[src/rtl/core/ihp_pkg.sv]
// Shared types and constants of the IPv4 header parser.
// No dependencies; every other file of the block imports this package.
`timescale 1ns / 1ps

package ihp_pkg;

	localparam int BaseHeaderBytes   = 20;
	localparam int DefMaxOptionBytes = 40;
	localparam int SumWidth          = 21;

	localparam logic [3:0] IpVersion = 4'd4;
	localparam logic [3:0] IhlMask   = 4'b1111;

	typedef enum logic [1:0] {
		StatusOk         = 2'd0,
		StatusBadVersion = 2'd1,
		StatusBadLength  = 2'd2
	} ihp_status_t;

	typedef struct packed {
		logic [7:0] header_byte;
		logic       first_byte;
	} ihp_item_t;

	typedef struct packed {
		ihp_status_t status;
		logic [5:0]  header_length;
		logic [7:0]  dscp_ecn;
		logic [15:0] packet_length;
		logic [15:0] ident_field;
		logic [15:0] flags_offset;
		logic [7:0]  hop_limit;
		logic [7:0]  proto_number;
		logic [15:0] carried_checksum;
		logic [31:0] src_addr;
		logic [31:0] dst_addr;
		logic [15:0] checksum_result;
	} ihp_result_t;

endpackage

[src/rtl/core/ihp_in_if.sv]
// Valid/ready channel that carries header bytes into the parser.
// Depends on ihp_pkg for the item type.
`timescale 1ns / 1ps

interface ihp_in_if;
	import ihp_pkg::*;

	logic      valid;
	logic      ready;
	ihp_item_t data;

	modport source (output valid, output data, input ready);
	modport sink (input valid, input data, output ready);
endinterface

[src/rtl/core/ihp_out_if.sv]
// Valid/ready channel that carries parse results out of the block.
// Depends on ihp_pkg for the result type.
`timescale 1ns / 1ps

interface ihp_out_if;
	import ihp_pkg::*;

	logic        valid;
	logic        ready;
	ihp_result_t data;

	modport source (output valid, output data, input ready);
	modport sink (input valid, input data, output ready);
endinterface

[src/rtl/core/ihp_parse.sv]
// Input register, header state and field capture with the running word sum.
// Depends on ihp_pkg and ihp_in_if; produces at most one result per byte.
`timescale 1ns / 1ps

module ihp_parse #(
	parameter int MAX_OPTION_BYTES = ihp_pkg::DefMaxOptionBytes
) (
	input  logic                clk,
	input  logic                arst_n,
	ihp_in_if.sink              hdr_in,
	output logic                res_valid,
	output ihp_pkg::ihp_result_t res,
	input  logic                res_room
);
	import ihp_pkg::*;

	localparam int MaxLen = BaseHeaderBytes + MAX_OPTION_BYTES;

	logic       valid_s1;
	logic [7:0] byte_s1;
	logic       first_s1;
	logic       advance;

	logic [5:0]          pos_q, pos_d;
	logic [5:0]          exp_len_q, exp_len_d;
	logic                skip_q, skip_d;
	logic [SumWidth-1:0] sum_q, sum_d;
	logic [7:0]          high_q, high_d;
	logic [7:0]          dscp_q, dscp_d;
	logic [15:0]         length_q, length_d;
	logic [15:0]         ident_q, ident_d;
	logic [15:0]         frag_q, frag_d;
	logic [7:0]          ttl_q, ttl_d;
	logic [7:0]          proto_q, proto_d;
	logic [15:0]         cksum_q, cksum_d;
	logic [31:0]         src_q, src_d;
	logic [31:0]         dst_q, dst_d;

	logic [3:0]          version;
	logic [5:0]          len;
	logic                bad_ver;
	logic                bad_len;
	logic                last;
	logic [SumWidth-1:0] sum_word;
	logic [16:0]         fold1;
	logic [15:0]         fold2;

	// The staged byte moves on unless it has a result and the output is full.
	assign advance      = valid_s1 && (!res_valid || res_room);
	assign hdr_in.ready = !valid_s1 || !res_valid || res_room;

	always_ff @(posedge clk or negedge arst_n) begin
		if (!arst_n) begin
			valid_s1 <= 1'b0;
		end else if (hdr_in.ready) begin
			valid_s1 <= hdr_in.valid;
		end
	end

	always_ff @(posedge clk) begin
		if (hdr_in.ready && hdr_in.valid) begin
			byte_s1  <= hdr_in.data.header_byte;
			first_s1 <= hdr_in.data.first_byte;
		end
	end

	assign version = byte_s1[7:4];
	assign len     = {byte_s1[3:0] & IhlMask, 2'b00};
	assign bad_ver = version != IpVersion;
	assign bad_len = (int'(len) < BaseHeaderBytes) || (int'(len) > MaxLen);
	assign last    = ({1'b0, pos_q} + 7'd1) >= {1'b0, exp_len_q};

	// The last byte of a header sits at an odd position, so its word completes the sum.
	assign sum_word = sum_q + SumWidth'({high_q, byte_s1});

	// Two end-around folds bring the wide sum down to 16 bits.
	assign fold1 = {1'b0, sum_word[15:0]} + 17'(sum_word[SumWidth-1:16]);
	assign fold2 = fold1[15:0] + 16'(fold1[16]);

	always_comb begin
		pos_d     = pos_q;
		exp_len_d = exp_len_q;
		skip_d    = skip_q;
		sum_d     = sum_q;
		high_d    = high_q;
		dscp_d    = dscp_q;
		length_d  = length_q;
		ident_d   = ident_q;
		frag_d    = frag_q;
		ttl_d     = ttl_q;
		proto_d   = proto_q;
		cksum_d   = cksum_q;
		src_d     = src_q;
		dst_d     = dst_q;
		res_valid = 1'b0;
		res       = '0;
		if (valid_s1) begin
			if (first_s1) begin
				if (bad_ver || bad_len) begin
					skip_d            = 1'b1;
					pos_d             = '0;
					res_valid         = 1'b1;
					res.status        = bad_ver ? StatusBadVersion : StatusBadLength;
					res.header_length = len;
				end else begin
					skip_d    = 1'b0;
					exp_len_d = len;
					pos_d     = 6'd1;
					high_d    = byte_s1;
					sum_d     = '0;
				end
			end else if (!skip_q) begin
				// Even positions hold the high byte; odd positions complete a word.
				if (!pos_q[0]) begin
					high_d = byte_s1;
				end else begin
					sum_d = sum_word;
				end
				unique case (pos_q)
					6'd1: dscp_d = byte_s1;
					6'd2, 6'd3: length_d = {length_q[7:0], byte_s1};
					6'd4, 6'd5: ident_d = {ident_q[7:0], byte_s1};
					6'd6, 6'd7: frag_d = {frag_q[7:0], byte_s1};
					6'd8: ttl_d = byte_s1;
					6'd9: proto_d = byte_s1;
					6'd10, 6'd11: cksum_d = {cksum_q[7:0], byte_s1};
					6'd12, 6'd13, 6'd14, 6'd15: src_d = {src_q[23:0], byte_s1};
					6'd16, 6'd17, 6'd18, 6'd19: dst_d = {dst_q[23:0], byte_s1};
					default: ;
				endcase
				if (last) begin
					skip_d                = 1'b1;
					pos_d                 = '0;
					res_valid             = 1'b1;
					res.status            = StatusOk;
					res.header_length     = exp_len_q;
					res.dscp_ecn          = dscp_d;
					res.packet_length     = length_d;
					res.ident_field       = ident_d;
					res.flags_offset      = frag_d;
					res.hop_limit         = ttl_d;
					res.proto_number      = proto_d;
					res.carried_checksum  = cksum_d;
					res.src_addr          = src_d;
					res.dst_addr          = dst_d;
					res.checksum_result   = ~fold2;
				end else begin
					pos_d = pos_q + 6'd1;
				end
			end
		end
	end

	always_ff @(posedge clk or negedge arst_n) begin
		if (!arst_n) begin
			pos_q     <= '0;
			exp_len_q <= '0;
			skip_q    <= 1'b1;
			sum_q     <= '0;
			high_q    <= '0;
		end else if (advance) begin
			pos_q     <= pos_d;
			exp_len_q <= exp_len_d;
			skip_q    <= skip_d;
			sum_q     <= sum_d;
			high_q    <= high_d;
		end
	end

	// Every field store is rewritten before a header can finish, so no reset.
	always_ff @(posedge clk) begin
		if (advance) begin
			dscp_q   <= dscp_d;
			length_q <= length_d;
			ident_q  <= ident_d;
			frag_q   <= frag_d;
			ttl_q    <= ttl_d;
			proto_q  <= proto_d;
			cksum_q  <= cksum_d;
			src_q    <= src_d;
			dst_q    <= dst_d;
		end
	end

`ifndef SYNTHESIS
	a_pos_in_header: assert property (@(posedge clk) disable iff (!arst_n)
		!skip_q |-> (pos_q != 6'd0) && (pos_q < exp_len_q))
		else $error("byte position outside the header in progress");

	a_len_legal: assert property (@(posedge clk) disable iff (!arst_n)
		!skip_q |-> (int'(exp_len_q) >= BaseHeaderBytes) && (int'(exp_len_q) <= MaxLen)
			&& (exp_len_q[1:0] == 2'b00))
		else $error("expected header length out of range");

	a_skip_after_result: assert property (@(posedge clk) disable iff (!arst_n)
		advance && res_valid |=> skip_q && (pos_q == 6'd0))
		else $error("parser did not return to skipping after a result");

	a_stall_holds: assert property (@(posedge clk) disable iff (!arst_n)
		valid_s1 && !advance |=> valid_s1 && $stable(byte_s1) && $stable(first_s1))
		else $error("staged byte lost during an output stall");
`endif

endmodule

[src/rtl/core/ihp_out_reg.sv]
// Result register between the parser and the output channel.
// Depends on ihp_pkg and ihp_out_if.
`timescale 1ns / 1ps

module ihp_out_reg (
	input  logic                 clk,
	input  logic                 arst_n,
	input  logic                 res_valid,
	input  ihp_pkg::ihp_result_t res,
	output logic                 res_room,
	ihp_out_if.source            res_out
);
	import ihp_pkg::*;

	logic        valid_q;
	ihp_result_t data_q;

	// The register takes a new result when empty or when its content leaves now.
	assign res_room      = !valid_q || res_out.ready;
	assign res_out.valid = valid_q;
	assign res_out.data  = data_q;

	always_ff @(posedge clk or negedge arst_n) begin
		if (!arst_n) begin
			valid_q <= 1'b0;
		end else if (res_room) begin
			valid_q <= res_valid;
		end
	end

	always_ff @(posedge clk) begin
		if (res_room && res_valid) begin
			data_q <= res;
		end
	end

`ifndef SYNTHESIS
	a_no_overwrite: assert property (@(posedge clk) disable iff (!arst_n)
		valid_q && !res_out.ready |=> valid_q && $stable(data_q))
		else $error("pending result overwritten");

	a_room_when_empty: assert property (@(posedge clk) disable iff (!arst_n)
		!valid_q |-> res_room)
		else $error("empty result register refused a result");

	a_load_shows: assert property (@(posedge clk) disable iff (!arst_n)
		res_room && res_valid |=> valid_q && (data_q == $past(res)))
		else $error("result not captured");
`endif

endmodule

[src/rtl/core/ipv4_header_parse_and_checksum.sv]
// Top level of the IPv4 header parser with header checksum check.
// Depends on ihp_pkg, ihp_in_if, ihp_out_if, ihp_parse and ihp_out_reg.
//
// Channel   Dir   Payload                       Transfer
// hdr_in    in    header_byte, first_byte       valid && ready
// res_out   out   status, fields, checksum      valid && ready
//
// One header byte is taken per cycle; a result passes through the input register,
// then the result register, after the byte that ends or rejects its header.
// The single result register sets the throughput: input stalls only while a
// byte with a result waits behind a full register whose result is not taken.
// Reset clears the handshake state and puts the parser in the wait for a
// first byte; no clearing pass is needed.
`timescale 1ns / 1ps

module ipv4_header_parse_and_checksum #(
	parameter int MAX_OPTION_BYTES = ihp_pkg::DefMaxOptionBytes
) (
	input  logic      clk,
	input  logic      arst_n,
	ihp_in_if.sink    hdr_in,
	ihp_out_if.source res_out
);
	import ihp_pkg::*;

	logic        res_valid;
	logic        res_room;
	ihp_result_t res;

	ihp_parse #(
		.MAX_OPTION_BYTES(MAX_OPTION_BYTES)
	) u_parse (
		.clk      (clk),
		.arst_n   (arst_n),
		.hdr_in   (hdr_in),
		.res_valid(res_valid),
		.res      (res),
		.res_room (res_room)
	);

	ihp_out_reg u_out_reg (
		.clk      (clk),
		.arst_n   (arst_n),
		.res_valid(res_valid),
		.res      (res),
		.res_room (res_room),
		.res_out  (res_out)
	);

endmodule

[src/flat_wrapper.sv]
// flat-port wrapper written by rule: the top's interface ports become plain ports
module ipv4_header_parse_and_checksum_flat import ihp_pkg::*;
#(
	parameter int MAX_OPTION_BYTES = ihp_pkg::DefMaxOptionBytes
)
  (clk, arst_n, hdr_in_valid, hdr_in_data, hdr_in_ready, res_out_valid, res_out_data, res_out_ready);
  ihp_in_if hdr_in_i ();
  ihp_out_if res_out_i ();
  input  logic clk;
  input  logic arst_n;
  input wire logic [$bits(hdr_in_i.valid)-1:0] hdr_in_valid;
  input wire logic [$bits(hdr_in_i.data)-1:0] hdr_in_data;
  output wire logic [$bits(hdr_in_i.ready)-1:0] hdr_in_ready;
  output wire logic [$bits(res_out_i.valid)-1:0] res_out_valid;
  output wire logic [$bits(res_out_i.data)-1:0] res_out_data;
  input wire logic [$bits(res_out_i.ready)-1:0] res_out_ready;
  assign hdr_in_i.valid = hdr_in_valid;
  assign hdr_in_i.data = hdr_in_data;
  assign hdr_in_ready = hdr_in_i.ready;
  assign res_out_valid = res_out_i.valid;
  assign res_out_data = res_out_i.data;
  assign res_out_i.ready = res_out_ready;
  ipv4_header_parse_and_checksum #(.MAX_OPTION_BYTES(MAX_OPTION_BYTES)) u_core (.clk(clk), .arst_n(arst_n), .hdr_in(hdr_in_i), .res_out(res_out_i));
endmodule
[config.mk]
export PLATFORM = sky130hd
export DESIGN_NAME = ipv4_header_parse_and_checksum_flat
export DESIGN_NICKNAME = d
export VERILOG_FILES = /design/src/rtl/core/ihp_pkg.sv /design/src/rtl/core/ihp_in_if.sv /design/src/rtl/core/ihp_out_if.sv /design/src/rtl/core/ihp_parse.sv /design/src/rtl/core/ihp_out_reg.sv /design/src/rtl/core/ipv4_header_parse_and_checksum.sv /design/src/flat_wrapper.sv
export SDC_FILE = /design/constraint.sdc
export NUM_CORES = 1
export LEC_CHECK = 0
export BUFFER_PORTS_ARGS = -buffer_cell sky130_fd_sc_hd__buf_2
export CAP_MARGIN = 10
export CORE_ASPECT_RATIO = 0.8
export CORE_MARGIN = 2
export CORE_UTILIZATION = 45
export CTS_CLUSTER_DIAMETER = 120
export CTS_CLUSTER_SIZE = 16
export DETAILED_ROUTE_END_ITERATION = 16
export PLACE_DENSITY_LB_ADDON = 0.25
export RECOVER_POWER = 100
export SYNTH_ARGS = -nofsm -noshare
export SYNTH_HDL_FRONTEND = slang
export SYNTH_SLANG_ARGS = --single-unit
[constraint.sdc]
create_clock -name clk -period 22.7 [get_ports clk]
set_input_delay 4.54 -clock clk [delete_from_list [all_inputs] [get_ports clk]]
set_output_delay 4.54 -clock clk [all_outputs]
set_load 0.02 [all_outputs]
==> results.md, run 1 <==
* Outcome: finished, violations left
* Violated checks: max-capacitance violations, max-slew violations
* Syn Inst Count at 1167
* RSZ-0062 raised after global routing: no
* Final Net Count at 1390
* Placement-stage worst setup slack at 12.73 ns
* Via count of the first global-routing pass at 9375
* Global placement routability congestion at 0.8496
* DR vias/cell at 5.233
* Highest ir drop seen on vdd at 0.07220 mV
* Clock tree from TritonCTS: yes
* Critical path launch point type: input pin
* Synth cell types at 75
* Number of violations of the max-capacitance limit at 13
* Number of setup violations in the final report at 0
* Post-placement cell area at 18430 um^2
* Buffer cell driving the clock tree root: sky130_fd_sc_hd__clkbuf_16
* Max FO, Critical Path at 61
* Max Buffers Root-to-Sink at 3
* Drc violations at 0
* F_max at 97.00 MHz
* Hold-fix buffers at CTS at 0
* DR pass1 iterations at 4
* Highest signal layer in the routed design: met5
* Pin slew with the least headroom to its limit at 3.937 ns
* Vertical die dimension at 177.6 um
* Number of antenna violations at the first check in global routing at 6
* Sum of routed wire segments on met1 at 17.86 mm
* Most frequently used flop master after synthesis: sky130_fd_sc_hd__edfxtp_1
* Reg-to-reg slack, setup at 13.73 ns
* Portion of the post-synthesis area used by sequential elements at 65.59%
* Final worst slack at 12.39 ns
* Startpoint of the worst setup timing path: res_out_ready
* Full die area at 39230 um^2
* DP Wirelength at 23.45 mm
* Startpoint-to-endpoint class of the critical path: in -> reg
* Power per unit of standard cell area at 99.21 nW/um^2
* Final period util at 45.41%
* Global-route congestion overflow total at 0
* Fraction of layout instances using a drive strength above 1 at 11.44%
* EDFF count, synth at 335
* Worst path required time at 22.78 ns
* Post-detailed-route wirelength per cell at 19.26 um
* Post-synthesis instance area at 16940 um^2
* Gr usage total at 17.71%
* Slew Limit Fails at 639
* Inserted Clock Buffers at 27
* Core region area at 37050 um^2
* Average footprint of a synthesized cell at 14.52 um^2
* Routed Antenna Nets at 0
* R2r worst-path depth at 12
* Hold Vio Cnt, Final at 0
* Nature of the critical path endpoint: flop
* Area Overhead vs Synth at 11.31%
* Cell area after layout at 18860 um^2
* Total power of the final layout at 0.001871 W
* Count of buffers added by post-CTS timing repair for setup at 0
* DIE WIDTH at 220.9 um
* Number of H-tree levels at 1
* Yosys warns at 0
* Wire length of the first global-routing pass at 54.58 mm
* Flop and latch count out of synthesis at 377
* Standard-cell row count at 63
* R2R Path End: u_core.u_out_reg.res_out.data[44]
* Clock sink count at 377
* # resized after CTS at 0
* Static leakage at 6.429 nW
* Capturing element of the worst setup path: u_core.u_parse.dst_q[8]
* Arrival time reported for the critical path endpoint at 10.39 ns
* I/O Pins at 191
* DR vias at 9702
* Met2 wire length at 14.86 mm
* Final critical delay including setup and external delays at 10.31 ns
* Source of the worst register-to-register timing path: u_core.u_parse.pos_q[0]
* Type of the most critical hold path: reg -> reg
* Number of DRC markers in iteration 0 at 660
* Clock tree skew after final layout at 0.01389 ns
* Fraction of the core area covered by cells at the end of the flow at 50.90%
* Number of inserted filler cells in the final layout at 3285
* Routed wire length at 35.71 mm
* Ys async rst share at 11.14%
* Clk_lat worst skew at 0.55 ns
* Starting utilization of the core area at 45.73%
* Setup TNS after final layout at 0 ns
* Buffers added on ports at 188
* Reg clk slew, reported paths at 0.07 ns
* Maximum number of pins on one net before global-route repair at 106
* Metal3 WL at 2.493 mm
* Worst max-slew margin expressed relative to the limit at -162.5%
[flip-flops by register name, indices dropped and copies added, names as in the netlist, 16 cells and up]
name,flops
u_core.u_parse.sum_q,21
u_core.u_out_reg.res_out.data,174
u_core.u_parse.frag_q,16
u_core.u_parse.ident_q,16
u_core.u_parse.src_q,32
u_core.u_parse.cksum_q,16
u_core.u_parse.length_q,16
u_core.u_parse.dst_q,32
[cells in the mapped netlist (4+ instances only)]
cell                       instances  area (um^2)
sky130_fd_sc_hd__a211o_1           6        52.55
sky130_fd_sc_hd__a211oi_1          4        30.03
sky130_fd_sc_hd__a211oi_2          4        50.05
sky130_fd_sc_hd__a21o_1           11        82.58
sky130_fd_sc_hd__a21oi_1          28        140.1
sky130_fd_sc_hd__a21oi_2           4        35.03
sky130_fd_sc_hd__a22o_1            8        70.07
sky130_fd_sc_hd__and2_1          162         1013
sky130_fd_sc_hd__and3_1            6        37.54
sky130_fd_sc_hd__clkbuf_1         49        183.9
sky130_fd_sc_hd__dfrtp_1          41         1026
sky130_fd_sc_hd__edfxtp_1        335        10060
sky130_fd_sc_hd__ha_1             31        387.9
sky130_fd_sc_hd__inv_1            22        82.58
sky130_fd_sc_hd__mux2_2          156         1757
sky130_fd_sc_hd__nand2_1          43        161.4
sky130_fd_sc_hd__nand2b_1          5        31.28
sky130_fd_sc_hd__nand3_1          10        50.05
sky130_fd_sc_hd__nand4_1           4        25.02
sky130_fd_sc_hd__nor2_1           47        176.4
sky130_fd_sc_hd__nor2b_1           5        31.28
sky130_fd_sc_hd__nor3_1            9        45.04
sky130_fd_sc_hd__o211ai_1          5        37.54
sky130_fd_sc_hd__o21a_1            4        30.03
sky130_fd_sc_hd__o21ai_0          40        200.2
sky130_fd_sc_hd__o21ai_1           7        35.03
sky130_fd_sc_hd__o21bai_1          4        30.03
sky130_fd_sc_hd__or3_1             6        37.54
sky130_fd_sc_hd__xnor2_1          27        236.5
sky130_fd_sc_hd__xor2_1           12        105.1
[metrics by stage]
step                      hold WS, ns  std cells
after floorplan                0.4538       1168
after global placement         0.4726       1802
after detailed placement       0.4860       1802
after CTS                      0.5059       1851
after global routing           0.5317       1852
final                          0.5004       1854
[layer usage]
metal  GRT usage, %  up-vias
met5              0        -
met2          24.83      234
met4          2.768        4
met3          4.553       35
met1          27.89     4775
li1               -     4654
[cell usage in the layout (no fill, tap or decap), types with 4 or more instances in the layout]
| cell type | netlist | routed |
|---|---|---|
| sky130_fd_sc_hd__edfxtp_1 | 335 | 335 |
| sky130_fd_sc_hd__clkbuf_1 | 49 | 209 |
| sky130_fd_sc_hd__and2_0 | 0 | 117 |
| sky130_fd_sc_hd__mux2_2 | 156 | 94 |
| sky130_fd_sc_hd__mux2_1 | 0 | 62 |
| sky130_fd_sc_hd__nor2_1 | 47 | 47 |
| sky130_fd_sc_hd__and2_1 | 162 | 45 |
| sky130_fd_sc_hd__o21ai_0 | 40 | 44 |
| sky130_fd_sc_hd__nand2_1 | 43 | 43 |
| sky130_fd_sc_hd__dfrtp_1 | 41 | 41 |
| sky130_fd_sc_hd__ha_1 | 31 | 31 |
| sky130_fd_sc_hd__a21oi_1 | 28 | 30 |
| sky130_fd_sc_hd__xnor2_1 | 27 | 27 |
| sky130_fd_sc_hd__clkbuf_16 | 0 | 27 |
| sky130_fd_sc_hd__inv_1 | 22 | 22 |
| sky130_fd_sc_hd__xor2_1 | 12 | 12 |
| sky130_fd_sc_hd__a21o_1 | 11 | 11 |
| sky130_fd_sc_hd__buf_2 | 3 | 11 |
| sky130_fd_sc_hd__nand3_1 | 10 | 10 |
| sky130_fd_sc_hd__nor3_1 | 9 | 10 |
| sky130_fd_sc_hd__a22o_1 | 8 | 8 |
| sky130_fd_sc_hd__and3_1 | 6 | 6 |
| sky130_fd_sc_hd__a211o_1 | 6 | 6 |
| sky130_fd_sc_hd__or3_1 | 6 | 6 |
| sky130_fd_sc_hd__o211ai_1 | 5 | 5 |
| sky130_fd_sc_hd__nor2b_1 | 5 | 5 |
| sky130_fd_sc_hd__nand2b_1 | 5 | 5 |
| sky130_fd_sc_hd__a211oi_2 | 4 | 4 |
| sky130_fd_sc_hd__nand4_1 | 4 | 4 |
| sky130_fd_sc_hd__o21ai_1 | 7 | 4 |
| sky130_fd_sc_hd__o21a_1 | 4 | 4 |
| sky130_fd_sc_hd__a211oi_1 | 4 | 4 |
| sky130_fd_sc_hd__o21bai_1 | 4 | 4 |
| sky130_fd_sc_hd__buf_4 | 3 | 4 |
[final cells by class]
class | count | area, um^2 | share of cell area, %
sequential | 377 | 11110 | 58.92
multi-input combinational | 712 | 5489 | 29.11
timing repair buffer | 203 | 790.8 | 4.193
clock buffer | 48 | 754.5 | 4.001
tap | 487 | 609.3 | 3.231
inverter | 23 | 86.33 | 0.4578
clock inverter | 1 | 8.758 | 0.04644
antenna | 3 | 7.507 | 0.03981
[cell families (layout without fill, tap and decap cells)]
logic type | Yosys count | after routing | share of synthesized area [%]
DFF | 377 | 377 | 65.59
muxes | 158 | 158 | 10.49
xor gates and xnor gates | 41 | 41 | 2.275
buffers and inverters | 79 | 275 | 1.839
other | 1 | 5 | 0.02213
and+or+nand+nor | 323 | 323 | 10.94
AOI/OAI and AO/OA | 155 | 155 | 6.322
adders and majority gates | 33 | 33 | 2.526
[worst min-delay path by stage]
stage               slack, ns                      from                       end  depth (start not counted)
CTS                      0.51  u_core.u_parse.sum_q[11]  u_core.u_parse.sum_q[11]                          2
global placement         0.47   u_core.u_parse.sum_q[7]   u_core.u_parse.sum_q[7]                          2
global route             0.53  u_core.u_parse.sum_q[10]  u_core.u_parse.sum_q[10]                          2
detailed placement       0.49   u_core.u_parse.sum_q[8]   u_core.u_parse.sum_q[8]                          2
floorplan                0.45   u_core.u_parse.sum_q[5]   u_core.u_parse.sum_q[5]                          2
finish                   0.50  u_core.u_parse.sum_q[11]  u_core.u_parse.sum_q[11]                          2
[where the power goes]
group	internal (W)	total, W	switching, W	leakage (nW)
sequential	0.000842	0.000885	0.0000432	3.63
clock	0.000225	0.000450	0.000225	0.362
combinational	0.000204	0.000536	0.000332	2.44
total	0.00127	0.00187	0.000600	6.43
[worst max-delay path, cell delays in order]
cell and delay, ns:
sky130_fd_sc_hd__buf_2 0.08, sky130_fd_sc_hd__nor2b_1 0.09, sky130_fd_sc_hd__o21ai_0 0.29, sky130_fd_sc_hd__nand2_1 0.32, sky130_fd_sc_hd__nor3_1 0.31, sky130_fd_sc_hd__clkbuf_1 2.17, sky130_fd_sc_hd__clkbuf_1 2.48
Power figures use the tool's default switching activity.
==> inputs of run 2 (changes only) <==
Clock period 22.7 ns to 9.1 ns, I/O delays scaled along.
==> run 2 against run 1 <==
- the flow still finishes with violations (max-capacitance violations, max-slew violations)
- largest cell class unchanged
- global-route usage grew 0.76 points
- worst setup slack lost 11 ns
- cell count barely moved
- die area did not move
- clock-buffer cell count is the same
- highest routed layer unchanged
- register-to-register slack worse by 12 ns
- via count increased by 2.4%
- routed wire length grew 3.2%
- first-iteration DRC count is 30% higher
- sequential share of layout area decreased by 0.070 points
- critical path type is now reg -> reg
- combinational power grew to 2.5 times the previous value
- critical path depth up 23
==> results.md, run 2 (synthesized netlist as in run 1, its figures left out) <==
* Full die area at 39230 um^2 (unchanged)
* Number of violations of the max-capacitance limit at 11 (-2)
* Pin slew with the least headroom to its limit at 3.592 ns (-0.3445 ns)
* Startpoint of the worst setup timing path: u_core.u_parse.byte_s1[0]
* Worst path required time at 9.40 ns (-13.38 ns)
* Core region area at 37050 um^2 (unchanged)
* DR pass1 iterations at 5 (+1)
* Reg clk slew, reported paths at 0.08 ns (about the same)
* Routed Antenna Nets at 0 (unchanged)
* Starting utilization of the core area at 45.73% (unchanged)
* Fraction of layout instances using a drive strength above 1 at 10.77% (-0.67 points)
* Violated checks: max-capacitance violations, max-slew violations
* Drc violations at 0 (unchanged)
* Hold-fix buffers at CTS at 0 (unchanged)
* Global-route congestion overflow total at 0 (unchanged)
* Most frequent standard cell in the layout excluding fill and tap cells: sky130_fd_sc_hd__edfxtp_1
* F_max at 134.5 MHz
* I/O Pins at 191 (unchanged)
* Clock tree from TritonCTS: yes
* Hold Vio Cnt, Final at 0 (unchanged)
* Power per unit of standard cell area at 248.6 nW/um^2 (+150%)
* Wire length of the first global-routing pass at 56.90 mm (+4.2%)
* Via count of the first global-routing pass at 9636 (+2.8%)
* DP Wirelength at 24.00 mm (+2.3%)
* Number of antenna violations at the first check in global routing at 4 (-2)
* Arrival time reported for the critical path endpoint at 7.73 ns (-2.66 ns)
* R2r worst-path depth at 30 (+18)
* Slew Limit Fails at 566 (-11%)
* Source of the worst register-to-register timing path: u_core.u_parse.byte_s1[0]
* Final critical delay including setup and external delays at 7.433 ns
* Post-detailed-route wirelength per cell at 19.86 um (+3.1%)
* Critical path launch point type: flop
* Count of cells along the worst hold path at 2 (unchanged)
* Max Buffers Root-to-Sink at 3 (unchanged)
* Nature of the critical path endpoint: flop
* Type of the most critical hold path: reg -> reg
* Worst max-slew margin expressed relative to the limit at -139.5% (+23 points)
* Vertical die dimension at 177.6 um (unchanged)
* DR vias/cell at 5.354 (+2.3%)
* Max FO, Critical Path at 14 (-77%)
* Origin of the worst min-delay path: u_core.u_parse.sum_q[6]
* Max reg flops at 174 (unchanged)
* Delay of the slowest cell on the worst path at 0.79 ns (-1.69 ns)
* Number of DRC markers in iteration 0 at 859 (+30%)
* Inserted Clock Buffers at 27 (unchanged)
* Post-placement cell area at 18440 um^2 (about the same)
* Outcome: finished, violations left
* Startpoint-to-endpoint class of the critical path: reg -> reg
* Number of H-tree levels at 1 (unchanged)
* Reg-to-reg slack, setup at 1.67 ns (-12.06 ns)
* Clock tree skew after final layout at 0.02161 ns (+0.007716 ns)
* Total power of the final layout at 0.004693 W (+150%)
* Static leakage at 6.438 nW (+0.15%)
* Standard-cell row count at 63 (unchanged)
* Count of buffers added by post-CTS timing repair for setup at 0 (unchanged)
* Setup TNS after final layout at 0 ns (unchanged)
* Cell area after layout at 18880 um^2 (+0.12%)
* Number of setup violations in the final report at 0 (unchanged)
* DR vias at 9931 (+2.4%)
* Final Net Count at 1391 (+0.072%)
* Highest ir drop seen on vdd at 0.1348 mV (+87%)
* Gr usage total at 18.47% (+0.76 points)
* Slowest stage cell, crit path: sky130_fd_sc_hd__edfxtp_1
* Buffers added on ports at 188 (unchanged)
* Global placement routability congestion at 0.8426 (-0.82%)
* Leading cell types in the layout, fill and taps excluded: sky130_fd_sc_hd__edfxtp_1, sky130_fd_sc_hd__clkbuf_1, sky130_fd_sc_hd__and2_0
* Routed wire length at 36.85 mm (+3.2%)
* Final period util at 81.68%
* Clk_lat worst skew at 0.56 ns (about the same)
* Area Overhead vs Synth at 11.44%
* RSZ-0062 raised after global routing: no
* Clock sink count at 377 (unchanged)
* DIE WIDTH at 220.9 um (unchanged)
* Cell mode on critical path: sky130_fd_sc_hd__o21ai_0
* Maximum number of pins on one net before global-route repair at 82 (-23%)
* # resized after CTS at 0 (unchanged)
* Buffer cell driving the clock tree root: sky130_fd_sc_hd__clkbuf_16
[run 2: worst max-delay path: cells and delay by family, from the launching register on]
family | cells | cell delay, ns
AND/OR/NAND/NOR | 11 | 2.48
XOR/XNOR | 1 | 0.19
flip-flops | 1 | 0.79
adder cells (fa/ha/maj) | 5 | 1.47
AO/OA/AOI/OAI | 11 | 2.11
buffers and inverters | 2 | 0.15
[run 2: per-layer routing]
| layer | up-vias | routed length, um | global-route usage [%] |
|---|---|---|---|
| met5 | - | 7 | 0 |
| met4 | 2 | 745 | 3.971 |
| met3 | 49 | 2217 | 3.742 |
| met2 | 279 | 15270 | 25.39 |
| met1 | 4931 | 18610 | 29.76 |
| li1 | 4670 | - | - |
[run 2: cell type report]
class,count,area (um^2)
Inverter,23,86.33
Tap cell,487,609.3
Sequential cell,377,11110
Antenna cell,3,7.507
Multi-Input combinational cell,712,5507
Clock buffer,48,754.5
Clock inverter,1,8.758
Fill cell,3290,18170
Timing Repair Buffer,204,795.8
[run 2: final timing paths]
| path | to |
|---|---|
| setup / recovery | u_core.u_out_reg.res_out.data[15] |
| hold / removal | u_core.u_parse.sum_q[6] |
| hold reg to reg | u_core.u_parse.sum_q[6] |
| max in group asynchronous | u_core.u_out_reg.res_out.valid |
| min in group asynchronous | u_core.u_parse.sum_q[8] |
| setup reg to reg | u_core.u_out_reg.res_out.data[15] |
[run 2: per-stage QoR]
step	hold WS, ns	instances	setup slack [ns]	util [%]
after global placement	0.4720	1803	2.439	49.78
after CTS	0.5008	1852	2.214	51.84
final	0.4959	1855	1.667	50.96
after detailed placement	0.4834	1803	2.247	49.78
after floorplan	0.4538	1168	0.1208	-
after global routing	0.5204	1853	0.8046	50.95
[run 2: power breakdown]
part,leakage [nW],internal [W],total [W],switching [W]
Clock,0.362,0.000561,0.00114,0.000575
Sequential,3.63,0.00210,0.00220,0.000108
Combinational,2.45,0.000505,0.00135,0.000848
Total,6.44,0.00316,0.00469,0.00153
